===== src/design/sfla_pkg.sv =====
package sfla_pkg;

    // Request codes
    localparam logic CMD_ALLOC = 1'b0;
    localparam logic CMD_FREE  = 1'b1;

    // Result status codes
    localparam logic [1:0] STATUS_OK         = 2'd0;
    localparam logic [1:0] STATUS_NO_FIT     = 2'd1;
    localparam logic [1:0] STATUS_TABLE_FULL = 2'd2;

    // Configuration register indexes
    localparam logic CFG_FIT_POLICY  = 1'b0;
    localparam logic CFG_MEMORY_SIZE = 1'b1;

    // Fit policies
    localparam logic FIT_FIRST = 1'b0;
    localparam logic FIT_BEST  = 1'b1;

    // Hole table access control
    typedef struct packed {
        logic rd_en;
        logic wr_en;
        logic set_valid;
        logic clr_en;
        logic reload;
        logic reload_valid;
    } tbl_ctl_t;

    // Candidates found by a table scan
    typedef struct packed {
        logic pick_found;
        logic before_found;
        logic after_found;
        logic slot_found;
    } scan_flags_t;

endpackage


===== src/design/sfla_table.sv =====
module sfla_table #(
    parameter int ENTRIES = 32,
    parameter int AW = 16,
    parameter logic [AW:0] INIT_LEN = 4096
) (
    input  logic                       clk,
    input  logic                       rst_n,
    input  sfla_pkg::tbl_ctl_t         ctl,
    input  logic [$clog2(ENTRIES)-1:0] rd_addr,
    input  logic [$clog2(ENTRIES)-1:0] wr_addr,
    input  logic [AW-1:0]              wr_start,
    input  logic [AW:0]                wr_len,
    input  logic [$clog2(ENTRIES)-1:0] clr_addr,
    output logic [AW-1:0]              rd_start,
    output logic [AW:0]                rd_len,
    output logic                       rd_valid
);

    localparam int IW = $clog2(ENTRIES);
    localparam int LW = AW + 1;

    logic [AW+LW-1:0] table_mem [ENTRIES];
    logic [AW+LW-1:0] rd_word_reg;

    logic [ENTRIES-1:0] valid_reg;
    logic [ENTRIES-1:0] valid_next;
    // entry zero holds the reset hole until its first write
    logic               init0_reg;
    logic               rd_init_reg;
    logic               rd_valid_reg;

    always_ff @(posedge clk)
    begin
        if (ctl.wr_en)
        begin
            table_mem[wr_addr] <= {wr_start, wr_len};
        end
        if (ctl.rd_en)
        begin
            rd_word_reg <= table_mem[rd_addr];
        end
    end

    always_comb
    begin
        valid_next = valid_reg;
        if (ctl.reload)
        begin
            valid_next    = '0;
            valid_next[0] = ctl.reload_valid;
        end
        else
        begin
            if (ctl.clr_en)
            begin
                valid_next[clr_addr] = 1'b0;
            end
            if (ctl.wr_en && ctl.set_valid)
            begin
                valid_next[wr_addr] = 1'b1;
            end
        end
    end

    always_ff @(posedge clk or negedge rst_n)
    begin
        if (!rst_n)
        begin
            valid_reg    <= ENTRIES'(1);
            init0_reg    <= 1'b1;
            rd_init_reg  <= 1'b0;
            rd_valid_reg <= 1'b0;
        end
        else
        begin
            valid_reg <= valid_next;
            if (ctl.wr_en && wr_addr == IW'(0))
            begin
                init0_reg <= 1'b0;
            end
            if (ctl.rd_en)
            begin
                rd_init_reg  <= init0_reg && rd_addr == IW'(0);
                rd_valid_reg <= valid_reg[rd_addr];
            end
        end
    end

    assign rd_start = rd_init_reg ? '0 : rd_word_reg[AW+LW-1:LW];
    assign rd_len   = rd_init_reg ? INIT_LEN : rd_word_reg[LW-1:0];
    assign rd_valid = rd_valid_reg;

endmodule


===== src/design/sfla_scan.sv =====
module sfla_scan #(
    parameter int ENTRIES = 32,
    parameter int AW = 16
) (
    input  logic                       clk,
    input  logic                       rst_n,
    input  logic                       clear,
    input  logic                       cmp_en,
    input  logic [$clog2(ENTRIES)-1:0] cmp_idx,
    input  logic [AW-1:0]              e_start,
    input  logic [AW:0]                e_len,
    input  logic                       e_valid,
    input  logic                       command,
    input  logic                       fit_policy,
    input  logic [AW-1:0]              req_start,
    input  logic [AW:0]                req_size,
    output sfla_pkg::scan_flags_t      flags,
    output logic [$clog2(ENTRIES)-1:0] pick_idx,
    output logic [AW-1:0]              pick_start,
    output logic [AW:0]                pick_len,
    output logic [$clog2(ENTRIES)-1:0] before_idx,
    output logic [AW-1:0]              before_start,
    output logic [AW:0]                before_len,
    output logic [$clog2(ENTRIES)-1:0] after_idx,
    output logic [AW:0]                after_len,
    output logic [$clog2(ENTRIES)-1:0] slot_idx
);

    localparam int IW = $clog2(ENTRIES);
    localparam int EW = AW + 2;

    sfla_pkg::scan_flags_t flags_reg;
    sfla_pkg::scan_flags_t flags_next;
    logic [IW-1:0] pick_idx_reg;
    logic [AW-1:0] pick_start_reg;
    logic [AW:0]   pick_len_reg;
    logic [IW-1:0] before_idx_reg;
    logic [AW-1:0] before_start_reg;
    logic [AW:0]   before_len_reg;
    logic [IW-1:0] after_idx_reg;
    logic [AW:0]   after_len_reg;
    logic [IW-1:0] slot_idx_reg;

    logic          fits;
    logic          better;
    logic          take_pick;
    logic          take_before;
    logic          take_after;
    logic          take_slot;
    logic [EW-1:0] hole_end;
    logic [EW-1:0] req_end;

    always_comb
    begin
        hole_end = EW'(e_start) + EW'(e_len);
        req_end  = EW'(req_start) + EW'(req_size);
        fits     = e_valid && e_len >= req_size;
        if (!flags_reg.pick_found)
        begin
            better = 1'b1;
        end
        else if (fit_policy == sfla_pkg::FIT_FIRST)
        begin
            better = e_start < pick_start_reg;
        end
        else
        begin
            better = e_len < pick_len_reg ||
                     (e_len == pick_len_reg && e_start < pick_start_reg);
        end

        take_pick   = cmp_en && command == sfla_pkg::CMD_ALLOC && fits && better;
        take_slot   = cmp_en && command == sfla_pkg::CMD_FREE && !e_valid &&
                      !flags_reg.slot_found;
        take_before = cmp_en && command == sfla_pkg::CMD_FREE && e_valid &&
                      !flags_reg.before_found && hole_end == EW'(req_start);
        take_after  = cmp_en && command == sfla_pkg::CMD_FREE && e_valid &&
                      !flags_reg.after_found && EW'(e_start) == req_end;

        flags_next = flags_reg;
        if (clear)
        begin
            flags_next = '0;
        end
        else
        begin
            if (take_pick)
            begin
                flags_next.pick_found = 1'b1;
            end
            if (take_before)
            begin
                flags_next.before_found = 1'b1;
            end
            if (take_after)
            begin
                flags_next.after_found = 1'b1;
            end
            if (take_slot)
            begin
                flags_next.slot_found = 1'b1;
            end
        end
    end

    always_ff @(posedge clk or negedge rst_n)
    begin
        if (!rst_n)
        begin
            flags_reg <= '0;
        end
        else
        begin
            flags_reg <= flags_next;
        end
    end

    always_ff @(posedge clk)
    begin
        if (take_pick)
        begin
            pick_idx_reg   <= cmp_idx;
            pick_start_reg <= e_start;
            pick_len_reg   <= e_len;
        end
        if (take_before)
        begin
            before_idx_reg   <= cmp_idx;
            before_start_reg <= e_start;
            before_len_reg   <= e_len;
        end
        if (take_after)
        begin
            after_idx_reg <= cmp_idx;
            after_len_reg <= e_len;
        end
        if (take_slot)
        begin
            slot_idx_reg <= cmp_idx;
        end
    end

    assign flags        = flags_reg;
    assign pick_idx     = pick_idx_reg;
    assign pick_start   = pick_start_reg;
    assign pick_len     = pick_len_reg;
    assign before_idx   = before_idx_reg;
    assign before_start = before_start_reg;
    assign before_len   = before_len_reg;
    assign after_idx    = after_idx_reg;
    assign after_len    = after_len_reg;
    assign slot_idx     = slot_idx_reg;

endmodule


===== src/design/segment_free_list_allocator.sv =====
// Free-hole allocator. Each request (allocate or free) is taken one at a time
// and answered with exactly one result beat. A taken request walks the whole
// hole table through its single read port, one entry per cycle, then writes
// the table back in ST_UPDATE and hands the result to the output register in
// ST_RESP. The hand-over in ST_RESP waits while the previous result is still
// stalled at the output. A new request is taken while the last result waits
// to be taken.
// Writing memory_size reloads the table as one hole in the same cycle (an
// empty table if the size is zero); the write is dropped in ST_UPDATE. No
// clearing pass is needed after reset.
module segment_free_list_allocator #(
    parameter int FREE_ENTRIES = 32,
    parameter int ADDR_BITS = 16
) (
    input  logic                 clk,
    input  logic                 rst_n,
    input  logic                 cfg_write_en,
    input  logic                 cfg_index,
    input  logic [ADDR_BITS:0]   cfg_data,
    input  logic                 in_valid,
    output logic                 in_stall,
    input  logic                 command,
    input  logic [ADDR_BITS-1:0] block_start,
    input  logic [ADDR_BITS:0]   block_size,
    output logic                 out_valid,
    input  logic                 out_stall,
    output logic [1:0]           status,
    output logic [ADDR_BITS-1:0] granted_start
);

    localparam int AW = ADDR_BITS;
    localparam int LW = AW + 1;
    localparam int SW = AW + 3;
    localparam int IW = $clog2(FREE_ENTRIES);
    localparam longint unsigned MEM_MAX_L = 64'd1 << AW;
    localparam logic [LW-1:0] MEM_MAX = LW'(MEM_MAX_L);
    localparam logic [LW-1:0] RESET_LEN = LW'((MEM_MAX_L < 64'd4096) ? MEM_MAX_L : 64'd4096);
    localparam logic [LW-1:0] LEN_MAX = '1;
    localparam logic [IW-1:0] LAST_IDX = IW'(FREE_ENTRIES - 1);

    typedef enum logic [3:0] {
        ST_IDLE   = 4'b0001,
        ST_SCAN   = 4'b0010,
        ST_UPDATE = 4'b0100,
        ST_RESP   = 4'b1000
    } state_t;

    state_t state_reg;
    state_t state_next;

    logic          fit_policy_reg;
    logic          cmd_reg;
    logic [AW-1:0] req_start_reg;
    logic [LW-1:0] req_size_reg;

    logic [IW-1:0] rd_idx_reg;
    logic          rd_active_reg;
    logic [IW-1:0] cmp_idx_reg;
    logic          cmp_vld_reg;

    logic [1:0]    res_status_reg;
    logic [1:0]    res_status_next;
    logic [AW-1:0] res_granted_reg;
    logic [AW-1:0] res_granted_next;

    logic          out_valid_reg;
    logic [1:0]    status_reg;
    logic [AW-1:0] granted_reg;

    logic          accept;
    logic          out_free;

    sfla_pkg::tbl_ctl_t    ctl;
    sfla_pkg::scan_flags_t flags;
    logic [IW-1:0] wr_addr;
    logic [AW-1:0] wr_start;
    logic [LW-1:0] wr_len;
    logic [IW-1:0] clr_addr;
    logic [AW-1:0] e_start;
    logic [LW-1:0] e_len;
    logic          e_valid;

    logic [IW-1:0] pick_idx;
    logic [AW-1:0] pick_start;
    logic [LW-1:0] pick_len;
    logic [IW-1:0] before_idx;
    logic [AW-1:0] before_start;
    logic [LW-1:0] before_len;
    logic [IW-1:0] after_idx;
    logic [LW-1:0] after_len;
    logic [IW-1:0] slot_idx;

    logic [LW-1:0] cfg_size;
    logic [LW-1:0] alloc_len;
    logic [AW-1:0] alloc_start;
    logic [SW-1:0] merge_sum;
    logic [LW-1:0] merge_len;

    assign accept   = in_valid && !in_stall;
    assign in_stall = state_reg != ST_IDLE;
    assign out_free = !out_valid_reg || !out_stall;

    always_comb
    begin
        state_next = state_reg;
        unique case (state_reg)
            ST_IDLE:
            begin
                if (accept)
                begin
                    state_next = ST_SCAN;
                end
            end
            ST_SCAN:
            begin
                if (cmp_vld_reg && cmp_idx_reg == LAST_IDX)
                begin
                    state_next = ST_UPDATE;
                end
            end
            ST_UPDATE:
            begin
                state_next = ST_RESP;
            end
            ST_RESP:
            begin
                if (out_free)
                begin
                    state_next = ST_IDLE;
                end
            end
            default:
            begin
                state_next = ST_IDLE;
            end
        endcase
    end

    always_ff @(posedge clk or negedge rst_n)
    begin
        if (!rst_n)
        begin
            state_reg      <= ST_IDLE;
            fit_policy_reg <= sfla_pkg::FIT_FIRST;
            rd_active_reg  <= 1'b0;
            cmp_vld_reg    <= 1'b0;
            out_valid_reg  <= 1'b0;
        end
        else
        begin
            state_reg <= state_next;
            if (cfg_write_en && cfg_index == sfla_pkg::CFG_FIT_POLICY)
            begin
                fit_policy_reg <= cfg_data[0];
            end
            if (accept)
            begin
                rd_active_reg <= 1'b1;
            end
            else if (rd_active_reg && rd_idx_reg == LAST_IDX)
            begin
                rd_active_reg <= 1'b0;
            end
            cmp_vld_reg <= rd_active_reg;
            if (state_reg == ST_RESP && out_free)
            begin
                out_valid_reg <= 1'b1;
            end
            else if (!out_stall)
            begin
                out_valid_reg <= 1'b0;
            end
        end
    end

    always_ff @(posedge clk)
    begin
        if (accept)
        begin
            cmd_reg       <= command;
            req_start_reg <= block_start;
            req_size_reg  <= block_size;
            rd_idx_reg    <= '0;
        end
        else if (rd_active_reg)
        begin
            rd_idx_reg <= rd_idx_reg + IW'(1);
        end
        cmp_idx_reg <= rd_idx_reg;
        if (state_reg == ST_UPDATE)
        begin
            res_status_reg  <= res_status_next;
            res_granted_reg <= res_granted_next;
        end
        if (state_reg == ST_RESP && out_free)
        begin
            status_reg  <= res_status_reg;
            granted_reg <= res_granted_reg;
        end
    end

    // Table write-back and memory_size reload. The state machine keeps write-back
    // apart from scans; a reload write is not held off while a scan runs.
    always_comb
    begin
        cfg_size    = (cfg_data > MEM_MAX) ? MEM_MAX : cfg_data;
        alloc_len   = pick_len - req_size_reg;
        alloc_start = pick_start + req_size_reg[AW-1:0];
        merge_sum   = SW'(flags.before_found ? before_len : after_len) + SW'(req_size_reg) +
                      SW'((flags.before_found && flags.after_found) ? after_len : '0);
        merge_len   = (merge_sum > SW'(LEN_MAX)) ? LEN_MAX : merge_sum[LW-1:0];

        ctl              = '0;
        ctl.rd_en        = rd_active_reg;
        wr_addr          = '0;
        wr_start         = '0;
        wr_len           = '0;
        clr_addr         = '0;
        res_status_next  = sfla_pkg::STATUS_OK;
        res_granted_next = '0;

        if (state_reg == ST_UPDATE)
        begin
            if (cmd_reg == sfla_pkg::CMD_ALLOC)
            begin
                if (req_size_reg == '0 || !flags.pick_found)
                begin
                    res_status_next = sfla_pkg::STATUS_NO_FIT;
                end
                else
                begin
                    res_granted_next = pick_start;
                    if (alloc_len == '0)
                    begin
                        ctl.clr_en = 1'b1;
                        clr_addr   = pick_idx;
                    end
                    else
                    begin
                        ctl.wr_en = 1'b1;
                        wr_addr   = pick_idx;
                        wr_start  = alloc_start;
                        wr_len    = alloc_len;
                    end
                end
            end
            else if (req_size_reg != '0)
            begin
                priority if (flags.before_found)
                begin
                    ctl.wr_en  = 1'b1;
                    wr_addr    = before_idx;
                    wr_start   = before_start;
                    wr_len     = merge_len;
                    ctl.clr_en = flags.after_found;
                    clr_addr   = after_idx;
                end
                else if (flags.after_found)
                begin
                    ctl.wr_en = 1'b1;
                    wr_addr   = after_idx;
                    wr_start  = req_start_reg;
                    wr_len    = merge_len;
                end
                else if (flags.slot_found)
                begin
                    ctl.wr_en     = 1'b1;
                    ctl.set_valid = 1'b1;
                    wr_addr       = slot_idx;
                    wr_start      = req_start_reg;
                    wr_len        = req_size_reg;
                end
                else
                begin
                    res_status_next = sfla_pkg::STATUS_TABLE_FULL;
                end
            end
        end
        else if (cfg_write_en && cfg_index == sfla_pkg::CFG_MEMORY_SIZE)
        begin
            // reload as one hole covering the configured memory size, clamped to the address space
            ctl.reload       = 1'b1;
            ctl.reload_valid = cfg_size != '0;
            ctl.wr_en        = 1'b1;
            wr_addr          = '0;
            wr_start         = '0;
            wr_len           = cfg_size;
        end
    end

    sfla_table #(
        .ENTRIES  (FREE_ENTRIES),
        .AW       (AW),
        .INIT_LEN (RESET_LEN)
    ) u_table (
        .clk      (clk),
        .rst_n    (rst_n),
        .ctl      (ctl),
        .rd_addr  (rd_idx_reg),
        .wr_addr  (wr_addr),
        .wr_start (wr_start),
        .wr_len   (wr_len),
        .clr_addr (clr_addr),
        .rd_start (e_start),
        .rd_len   (e_len),
        .rd_valid (e_valid)
    );

    sfla_scan #(
        .ENTRIES (FREE_ENTRIES),
        .AW      (AW)
    ) u_scan (
        .clk          (clk),
        .rst_n        (rst_n),
        .clear        (accept),
        .cmp_en       (cmp_vld_reg),
        .cmp_idx      (cmp_idx_reg),
        .e_start      (e_start),
        .e_len        (e_len),
        .e_valid      (e_valid),
        .command      (cmd_reg),
        .fit_policy   (fit_policy_reg),
        .req_start    (req_start_reg),
        .req_size     (req_size_reg),
        .flags        (flags),
        .pick_idx     (pick_idx),
        .pick_start   (pick_start),
        .pick_len     (pick_len),
        .before_idx   (before_idx),
        .before_start (before_start),
        .before_len   (before_len),
        .after_idx    (after_idx),
        .after_len    (after_len),
        .slot_idx     (slot_idx)
    );

    assign out_valid     = out_valid_reg;
    assign status        = status_reg;
    assign granted_start = granted_reg;

endmodule


===== config.mk =====
export PLATFORM = sky130hd
export DESIGN_NAME = segment_free_list_allocator
export DESIGN_NICKNAME = d
export VERILOG_FILES = /design/src/design/sfla_pkg.sv /design/src/design/sfla_table.sv /design/src/design/sfla_scan.sv /design/src/design/segment_free_list_allocator.sv
export SDC_FILE = /design/constraint.sdc
export NUM_CORES = 2
export LEC_CHECK = 0
export ABC_AREA = 1
export BUFFER_PORTS_ARGS = -buffer_cell sky130_fd_sc_hd__buf_2
export CORE_UTILIZATION = 57
export CTS_CLUSTER_DIAMETER = 60
export DETAILED_ROUTE_END_ITERATION = 16
export GPL_TIMING_DRIVEN = 1
export HOLD_SLACK_MARGIN = 0.03
export MAX_ROUTING_LAYER = met4
export PLACE_DENSITY = 0.76
export SLEW_MARGIN = 30
export SYNTH_ARGS = -nofsm -noshare
export SYNTH_HDL_FRONTEND = slang
export SYNTH_HIERARCHICAL = 1
export SYNTH_SLANG_ARGS = --single-unit

===== constraint.sdc =====
create_clock -name clk -period 5.75 [get_ports clk]
set_input_delay 0.575 -clock clk [delete_from_list [all_inputs] [get_ports clk]]
set_output_delay 0.575 -clock clk [all_outputs]
set_load 0.05 [all_outputs]

==> results.json <==
{
  "maxSlewViolCount": 0,
  "yosysTopAreaCellShare_pct": 62.6,
  "avgSynthCellArea_sq_um": 10.6,
  "worst_pin_slew_ns": 1.01,
  "path_clk_slew_ns": 0.06,
  "grt_usage_pct": 33.4,
  "grt_max_degree": 163,
  "worstSkewPairLatency_ns": 0.76,
  "final_common_cell": "edfxtp_1",
  "hold_viol_final": 0,
  "syn_to_final_growth_pct": 13.0,
  "setup_violations": 0,
  "routabilityCongestion": 0.996,
  "period_needed_ns": 4.95,
  "start_util_pct": 57.5,
  "max_freq_mhz": 202,
  "p_per_area_nw_per_um2": 472,
  "cp_max_fo": 22,
  "crit_type": "reg2reg",
  "cp_data_arrival_time_ns": 5.35,
  "critPathRequiredTime_ns": 6.14,
  "drt_iter0_drc": 6347,
  "route.detailed.drc": 0,
  "h-tree-depth": 4,
  "place_ws_ns": 0.819,
  "row_count": 119,
  "routed_wl_um": 176000,
  "portBuffers": 76,
  "yosysSeqAreaShare_pct": 64.9,
  "die_y_um": 328,
  "post_drt_wl_per_cell_um": 23.9,
  "antenna_found_initial": 5,
  "seqCellArea_sq_um": 39300,
  "syn-cell-area_sq_um": 60600,
  "status": "finished clean",
  "cts_root_buf": "clkbuf_16",
  "synthArstFlopShare_pct": 3.56,
  "synth_cell_types": 58,
  "num-nets-final": 6065,
  "design.die.area_sq_um": 108000,
  "vias_per_cell": 6.02,
  "synth_ff_type": "edfxtp_1",
  "final.setup_skew_ns": 0.0481,
  "cts-resized-gates": 0,
  "fp.dieW_um": 328,
  "syn_nets": 5922,
  "nFillCells": 7780,
  "post_cts.repair.setup_buffers": 0,
  "cts.path.max_buffers": 3,
  "instances_no_fill": 7355,
  "min_path_type": "in2reg",
  "dp_cells": 7072,
  "cts_tree": "built",
  "peakVddDrop_v": 0.000351,
  "synth_seq_cells": 1319,
  "synth-warning-count": 6,
  "multiInputGateArea_sq_um": 18800,
  "dr.pass1.iters": 7,
  "final_cell_mix": "edfxtp_1, nand2_1, nor2_1",
  "worst_setup_path_start_kind": "flop",
  "synth_area_leaders": "edfxtp_1, nand2_1, nor2_1",
  "grt_remaining_overflow": 0,
  "clock-sinks": 1319,
  "first_global_vias": 41670,
  "cts_buffers": 138,
  "synth_edf_count": 1262,
  "synth_cells": 5713,
  "drv_cap": 0,
  "antenna_left": 0,
  "dp_hpwl_um": 110000,
  "core-area_sq_um": 105000,
  "yosys.area.top_type": "edfxtp_1",
  "endpoint_kind": "flop",
  "slew_headroom_pct": 32.3,
  "grt_pass1_wl_um": 258000,
  "vias": 44298,
  "ctsHoldBuffers": 24,
  "io_pins": 77,
  "fin_ws_ns": 0.798,
  "leakage_nw": 25.9,
  "largest_reg_flops": 1056,
  "drive_above_1_share_pct": 9.73,
  "rsz0062_at_grt": "false",
  "finalCritPeriodShare_pct": 86.1
}
## critical path, cell delays in order (launching register included)
cell and delay [ns]:
edfxtp_1 0.50, inv_1 0.14, ha_1 0.39, nand2_1 0.09, nand2_1 0.10, a21oi_1 0.28, nor3_1 0.08, nor2_1 0.14
nand2_1 0.07, nand2_1 0.05, nand2_1 0.10, nand4_2 0.32, nand4_1 0.12, a21oi_1 0.47, inv_1 0.23, nor3_1 0.53
inv_1 0.31, nor3_2 0.25, buf_4 0.40
## metrics by stage
step	power [mW]	cell area, sq um	TNS, ns	util (%)	hold slack (ns)
after floorplan	19.6	60700	-67.85	-	0.279
after global placement	23.0	63400	0	60.3	0.401
after detailed placement	23.2	63400	0	60.3	0.405
after CTS	32.1	68200	0	64.8	0.0361
after global routing	33.8	68400	0	65.0	0.0504
final	32.3	68400	0	65.0	0.0729
## cell usage after synthesis, types with 13 or more instances
master	instances
edfxtp_1	1262
nand2_1	1005
nor2_1	886
o21ai_0	462
inv_1	423
nand3_1	410
a21oi_1	210
clkbuf_1	147
ha_1	130
o21ai_1	130
o211ai_1	123
nor3_1	62
nand4_1	58
buf_2	50
dfrtp_1	44
or2_2	33
buf_4	27
buf_1	25
xnor2_1	24
xor2_1	24
fa_1	22
buf_6	19
nand3b_1	13
## layout make-up
type	instances	share of cell area (%)
antenna	3	0.0110
clock buffer	176	5.35
clock inverter	69	1.23
inverter	434	2.40
multi-input combinational	3689	27.5
sequential	1319	57.4
tap	1391	2.54
timing repair buffer	274	3.59
## kinds of logic (layout without fill, tap and decap cells)
kind of cell    count (synthesis)  count (layout)  synth area share [%]
fa+ha+maj                     152             152                  3.41
compound gates                982             982                  8.90
other cells                     0               3                     0
simple gates                 2506            2506                  17.2
flops                        1319            1319                  64.9
mux                             1               1                0.0165
buf+inv                       705             953                  4.93
xor+xnor                       48              48                 0.694
## where the power goes
| group | internal, mW | switching [mW] | total (mW) |
|---|---|---|---|
| Sequential | 11.1 | 0.401 | 11.5 |
| Clock | 5.06 | 3.79 | 8.85 |
| Combinational | 3.48 | 8.44 | 11.9 |
## worst paths after layout
kind                                             endpoint          startpoint  depth (start not counted)  slack (ns)
max in group asynchronous                   rd_active_reg               rst_n                          3        4.62
worst min register to register           granted_start[2]  res_granted_reg[2]                          0        0.42
worst max-delay path            u_table/table_mem[12][32]     req_size_reg[9]                         18        0.80
worst max register to register  u_table/table_mem[12][32]     req_size_reg[9]                         18        0.80
min in group asynchronous            u_table/valid_reg[1]               rst_n                          3        0.54
worst min-delay path                     req_size_reg[10]      block_size[10]                          1        0.07
## routing by layer
layer	share of wire (%)	track usage, %	vias to the layer above
met1	40	45.6	21246
met5	0	-	-
met3	10	4.81	366
li1	-	-	20123
met2	46	51.1	2563
met4	3.6	12.6	0
Power figures use the tool's default switching activity.
